### src/rtl/core/lsd_pkg.sv
// ----------------------------------------------------------------------------
// lsd_pkg
// Shared types, constants and key-order mapping functions of the radix sorter.
// ----------------------------------------------------------------------------
package lsd_pkg;

    typedef enum logic [1:0] {
        FMT_UINT = 2'd0,
        FMT_SINT = 2'd1,
        FMT_F32  = 2'd2,
        FMT_F64  = 2'd3
    } key_fmt_t;

    localparam int KEY_W = 64;

    // register indexes of the configuration port
    localparam logic [1:0] CFG_KEY_FORMAT    = 2'd0;
    localparam logic [1:0] CFG_INT_WIDTH     = 2'd1;

    // width codes: 0=8, 1=16, 2=32, 3=64 bits
    localparam logic [1:0] WCODE_32 = 2'd2;
    localparam logic [1:0] WCODE_64 = 2'd3;

    typedef struct packed {
        logic [KEY_W-1:0] key;
        logic             last;
    } item_t;

    typedef struct packed {
        key_fmt_t   fmt;
        logic [1:0] wcode;
    } key_cfg_t;

    function automatic logic [1:0] eff_code(input key_fmt_t fmt, input logic [1:0] wcode);
        logic [1:0] c;
        unique case (fmt)
            FMT_F32: c = WCODE_32;
            FMT_F64: c = WCODE_64;
            default: c = wcode;
        endcase
        return c;
    endfunction

    function automatic logic [6:0] key_width(input logic [1:0] code);
        return 7'd8 << code;
    endfunction

    function automatic logic [KEY_W-1:0] code_mask(input logic [1:0] code);
        logic [KEY_W-1:0] m;
        unique case (code)
            2'd0:    m = 64'h0000_0000_0000_00FF;
            2'd1:    m = 64'h0000_0000_0000_FFFF;
            2'd2:    m = 64'h0000_0000_FFFF_FFFF;
            default: m = 64'hFFFF_FFFF_FFFF_FFFF;
        endcase
        return m;
    endfunction

    function automatic logic [KEY_W-1:0] top_bit(input logic [1:0] code);
        logic [KEY_W-1:0] t;
        unique case (code)
            2'd0:    t = 64'h0000_0000_0000_0080;
            2'd1:    t = 64'h0000_0000_0000_8000;
            2'd2:    t = 64'h0000_0000_8000_0000;
            default: t = 64'h8000_0000_0000_0000;
        endcase
        return t;
    endfunction

    // raw pattern -> unsigned order code
    function automatic logic [KEY_W-1:0] map_fwd(input logic [KEY_W-1:0] k,
                                                 input key_fmt_t fmt,
                                                 input logic [1:0] code);
        logic [KEY_W-1:0] m;
        logic [KEY_W-1:0] t;
        logic [KEY_W-1:0] km;
        logic [KEY_W-1:0] r;
        m  = code_mask(code);
        t  = top_bit(code);
        km = k & m;
        unique case (fmt)
            FMT_UINT: r = km;
            FMT_SINT: r = km ^ t;
            default:  r = ((km & t) != '0) ? (~km & m) : (km ^ t);
        endcase
        return r;
    endfunction

    // order code -> raw pattern
    function automatic logic [KEY_W-1:0] map_inv(input logic [KEY_W-1:0] k,
                                                 input key_fmt_t fmt,
                                                 input logic [1:0] code);
        logic [KEY_W-1:0] m;
        logic [KEY_W-1:0] t;
        logic [KEY_W-1:0] km;
        logic [KEY_W-1:0] r;
        m  = code_mask(code);
        t  = top_bit(code);
        km = k & m;
        unique case (fmt)
            FMT_UINT: r = km;
            FMT_SINT: r = km ^ t;
            default:  r = ((km & t) != '0) ? (km ^ t) : (~km & m);
        endcase
        return r;
    endfunction

endpackage

### src/rtl/core/lsd_front.sv
// ----------------------------------------------------------------------------
// lsd_front
// Input side: takes key transfers into a two-entry queue for the sort core.
// ----------------------------------------------------------------------------
module lsd_front
    import lsd_pkg::*;
(
    input  logic        clk,
    input  logic        rst_n,
    input  logic        in_valid,
    output logic        in_ready,
    input  item_t       in_item,
    output logic        q_valid,
    input  logic        q_ready,
    output item_t       q_item
);

    item_t       mem_reg [2];
    logic        wr_ptr_reg;
    logic        rd_ptr_reg;
    logic [1:0]  cnt_reg;
    logic        push;
    logic        pop;

    assign in_ready = (cnt_reg != 2'd2);
    assign q_valid  = (cnt_reg != 2'd0);
    assign q_item   = mem_reg[rd_ptr_reg];
    assign push     = in_valid & in_ready;
    assign pop      = q_valid & q_ready;

    always_ff @(posedge clk)
    begin
        if (push)
        begin
            mem_reg[wr_ptr_reg] <= in_item;
        end
    end

    always_ff @(posedge clk or negedge rst_n)
    begin
        if (!rst_n)
        begin
            wr_ptr_reg <= 1'b0;
            rd_ptr_reg <= 1'b0;
            cnt_reg    <= 2'd0;
        end
        else
        begin
            if (push)
            begin
                wr_ptr_reg <= ~wr_ptr_reg;
            end
            if (pop)
            begin
                rd_ptr_reg <= ~rd_ptr_reg;
            end
            cnt_reg <= cnt_reg + {1'b0, push} - {1'b0, pop};
        end
    end

endmodule

### config.mk
export PLATFORM = sky130hd
export DESIGN_NAME = lsd_front
export DESIGN_NICKNAME = d
export VERILOG_FILES = /design/src/rtl/core/lsd_pkg.sv /design/src/rtl/core/lsd_front.sv
export SDC_FILE = /design/constraint.sdc
export NUM_CORES = 1
export LEC_CHECK = 0
export BUFFER_PORTS_ARGS = -buffer_cell sky130_fd_sc_hd__buf_2
export CAP_MARGIN = 15
export CORE_ASPECT_RATIO = 0.75
export CORE_UTILIZATION = 30
export CTS_BUF_LIST = sky130_fd_sc_hd__clkbuf_4 sky130_fd_sc_hd__clkbuf_8
export CTS_CLUSTER_DIAMETER = 80
export DETAILED_ROUTE_END_ITERATION = 7
export PLACE_DENSITY = 0.62
export SYNTH_ARGS = -nofsm -noshare
export SYNTH_HDL_FRONTEND = slang
export SYNTH_SLANG_ARGS = --single-unit
### constraint.sdc
create_clock -name clk -period 3.5 [get_ports clk]
set_input_delay 0.35 -clock clk [delete_from_list [all_inputs] [get_ports clk]]
set_output_delay 0.35 -clock clk [all_outputs]
set_load 0.03 [all_outputs]
[Yosys cells after proc, flatten, opt, wreduce, memory -nomap -nowiden]
Memory sizes are Yosys's and may differ from the RTL's.
Cells that the tools add are included.
Cells by class
  add/sub/neg operators: 2
  eq/ne operators: 1
  muxes and demuxes: 2
  bitwise logic cells: 4
  reductions and logical operators: 1
Operators with widths (count)
  $add A2 B1 Y2: 1
  $and A1 B1 Y1: 2
  $mux W1: 2
  $ne A2 B2 Y1 const B: 1
  $not A1 Y1: 2
  $reduce_bool A2 Y1: 1
  $sub A2 B1 Y2: 1
Storage, ports and cells
  flip-flop bits (word level): 4
  memory bits (writable): 130
  input port bits: 69
  output and inout port bits: 67
  logic and storage cells: 14
  memories kept: 1
Memories
  mem_reg: words 2, bits a word 65, read ports 1, clocked after memory_dff 0, wr ports 1, line lsd_front.sv:18  | item_t mem_reg [2];

[Depth between registers and ports, before layout]
  word-level depth: 4
  mapped depth: 7

[Least setup slack after synthesis]
Ideal clock, no wire load.
  kind: reg2reg
  start point: register cnt_reg[1]
  end point: memory mem_reg[0][0] (netlist name), enable pin
  arrival: 3.564 ns
  required time: 3.011 ns
  slack: -0.552 ns
  cell stages (with the launch flop): 4
  period minus slack after synthesis: 4.052 ns
  cell sequence: dfrtp_1 nand2b_1 nand2_1 nor2_1
Between the ends
  cells in the longest elaborated chain, start to end: 4
Ends and longest elaborated chain
  start, declared: line lsd_front.sv:21  | logic [1:0] cnt_reg;
  start signal, assigned: line lsd_front.sv:57  | cnt_reg <= cnt_reg + {1'b0, push} - {1'b0, pop};
  $ne A2 B2 Y1: line lsd_front.sv:25  | assign in_ready = (cnt_reg != 2'd2);
  via in_ready: line lsd_front.sv:11  | output logic in_ready,
  $and A1 B1 Y1: line lsd_front.sv:28  | assign push = in_valid & in_ready;
  $mux W1: line lsd_front.sv:33  | if (push)
  $mux W1 (implied by the code): line lsd_front.sv:35  | mem_reg[wr_ptr_reg] <= in_item;
  end, declared: line lsd_front.sv:18
The timed path passes the listed nets, and every way through them passes these cells.

==> impl_metrics.ini <==
[logic_synthesis]
yosys_register_bits = 134
yosys.area_share.xor_xnor_pct = 0.694
netlist-cell-type-count = 16
synth_top_cell_area_share_pct = 77.3
synth-simple-area-share_pct = 0.644
synth_top_cells_by_area = sky130_fd_sc_hd__edfxtp_1 77%, sky130_fd_sc_hd__mux2_4 12%, sky130_fd_sc_hd__mux2_2 5.6%, sky130_fd_sc_hd__dfrtp_1 2.0%, sky130_fd_sc_hd__buf_6 1.1%
synth_mux_area_share_pct = 17.5
library_cell_with_the_largest_summed_area_after_synthesis = sky130_fd_sc_hd__edfxtp_1
avg_synthesized_cell_area_sq_um = 23.1
synthesis.nets = 290
synth_warnings = 0
synth.yosys.seq_area_share_pct = 79.3
fraction_of_the_mapped_netlist_area_in_compound_gates_pct = 0
synth.cell_area_sq_mm = 0.00505
postSynthCellCount = 219
synth_top_family_by_area = multiplexers
synth_adder_area_share_pct = 0.496

[global_route]
grt_antenna_before_repair = 0
number_of_global_route_vias_before_repair = 2620
grt.met2_usage_pct = 16.8
pin_count_of_the_biggest_net_entering_global_routing = 66
grt_remaining_overflow = 0
global_route_track_usage_on_met1_pct = 12.9
gr-usage-met3_pct = 4.70
grt_first_pass_wirelength_microns = 13400
grt.busiest_layer = met2
global_route.usage.total_pct = 10.8

[sta]
clock-skew-final_ns = 0.00720
setup_repair_after_global_routing_missed_its_margin = no
slew_headroom_pct = 37.5
timing.final.crit_period_ns = 2.61
setup_violations = 0
period_share_pct = 74.6
slew_viol_final = 0
final_hold_viol_count = 0
clock.fmax_ghz = 0.383
worst-slew-pin-transition_ns = 0.938
totalNegativeSetupSlack_ns = 0
fin_hold_ws_ns = 0.0991
layout_setup_ws_ns = 0.888

[setup_path]
cp_data_required_time_ns = 3.15
crit_slowest_cell = sky130_fd_sc_hd__dfrtp_4
critPathCaptureType = output port
worstPathMaxFanout = 38
timing.critical_path.cells = buf_4 > mux2_2 > buf_2
timing.critical_path.slowest_cell_delay_ns = 0.89
crit_buf_inv = 2
crit_type = register to output port
arrival_ns = 2.26
cpLargestDelayFamily = flip-flops
critPathLaunch = rd_ptr_reg
worstSetupStartpointType = register
regToRegStartpoint = cnt_reg[1]

[routing]
wire_length_after_detailed_routing_microns = 8980
detailroute.via_count = 2509
initial_drt_markers = 137
detail_route.vias_per_cell = 4.23
post_drt_wl_per_cell_microns = 15.1
route.antenna.remaining_nets = 0
drc = 0
drt_pass1_iterations = 4

[floorplanning]
io_pins = 136
fp-row-count = 40
die_height_microns = 114
initial_core_util_pct = 31.1
core_area_sq_mm = 0.0162
die_width_microns = 152
dieArea_sq_mm = 0.0174

[cells_and_area]
n_antenna_cell = 0
largest_register_ffs = 130
layout_stage_area_growth_over_the_synthesis_result_pct = 25.8
post_route_cells_drive_above_1_share_pct = 61.4
mostFrequentLayoutCells = 135 x sky130_fd_sc_hd__buf_2, 130 x sky130_fd_sc_hd__edfxtp_1, 40 x sky130_fd_sc_hd__mux2_4
layout.cells.most_common = sky130_fd_sc_hd__buf_2
num-nets-final = 441
final_cells = 593

[clock_network]
cts_hold_repair_buffers = 1
post_cts_resize_count = 0
cts_tree = done
post-cts-setup-buffer-count = 0
cts-htree-levels = 4
clk_latency_ns = 0.43
cts-buffers-inserted = 17
cts.reportedPaths.clkPinSlew_ns = 0.08
cts.sink_count = 134
clockRootBuffer = sky130_fd_sc_hd__clkbuf_8
longest_clk_path_bufs = 2

[placed_design]
placed_cell_count = 560
place_congestion = 0.687
port_buffers = 135
preCtsSetupSlack_ns = 1.30
place.detailed.hpwl_microns = 5660

[worst_hold_path]
min-delay-path-class = input pin to register
min-delay-start = in_item[33]

[outcome]
status = finished clean

[pwr]
worst_ir_drop_vdd_mv = 0.534
cellPowerDensity_mw_per_mm2 = 898
static_leakage_uw = 0.00245

[run]
cap_viol_max_count = 0
[layout make-up]
cell class | instances | area (sq um)
fillers | 1513 | 9860
flip-flops and latches | 134 | 4010
multi-input cells | 77 | 987
repair buffers | 139 | 721
well taps | 210 | 263
clock buffers | 17 | 234
clock inverters | 15 | 138
inverters | 1 | 3.75
[cells in the mapped netlist]
cell type	instances
sky130_fd_sc_hd__xor2_1	1
sky130_fd_sc_hd__nand2b_1	1
sky130_fd_sc_hd__inv_1	1
sky130_fd_sc_hd__ha_1	2
sky130_fd_sc_hd__buf_2	2
sky130_fd_sc_hd__nand2_1	1
sky130_fd_sc_hd__xnor2_1	3
sky130_fd_sc_hd__and3_1	1
sky130_fd_sc_hd__mux2_4	40
sky130_fd_sc_hd__edfxtp_1	130
sky130_fd_sc_hd__dfrtp_1	4
sky130_fd_sc_hd__mux2_2	25
sky130_fd_sc_hd__and2_1	1
sky130_fd_sc_hd__buf_6	5
sky130_fd_sc_hd__or2_1	1
sky130_fd_sc_hd__nor2_1	1
[where the power goes]
part / internal, uW / total (uW) / leakage [uW] / switching (uW)
clock: 620 / 1210 / 0.000176 / 586
combinational: 821 / 2090 / 0.00103 / 1270
sequential: 2200 / 2410 / 0.00125 / 210
total: 3640 / 5700 / 0.00245 / 2060
[kinds of logic after synthesis]
| kind of cell | Yosys count |
|---|---|
| XOR/XNOR | 4 |
| adder cells (fa/ha/maj) | 2 |
| buffers and inverters | 8 |
| flip-flops | 134 |
| multiplexers | 65 |
| AND/OR/NAND/NOR | 6 |
[worst paths after layout]
path                                       end  slack, ns  depth (start not counted)
worst max-delay path                q_item[62]       0.89                          3
worst min-delay path            mem_reg[1][33]        0.1                          1
worst max register to register  mem_reg[0][31]       1.67                          4
worst min register to register      cnt_reg[0]       0.53                          1
max in group asynchronous           rd_ptr_reg       3.11                          2
min in group asynchronous           wr_ptr_reg       0.25                          2
[per-layer routing]
layer / wire length, microns / vias to the layer above
li1: - / 1168
met1: 4020 / 1235
met2: 4150 / 94
met3: 694 / 12
met4: 123 / 0
met5: 0 / -
[per-stage QoR]
stage | area [sq um] | utilization (%) | power (uW)
final | 6350 | 39.2 | 5700
after global routing | 6350 | 39.2 | 5980
after CTS | 6350 | 39.2 | 5800
after detailed placement | 5970 | 36.8 | 4580
after global placement | 5970 | 36.8 | 4540
after floorplan | 5050 | - | 4040
Note: power is estimated with default switching activity, not from simulation.
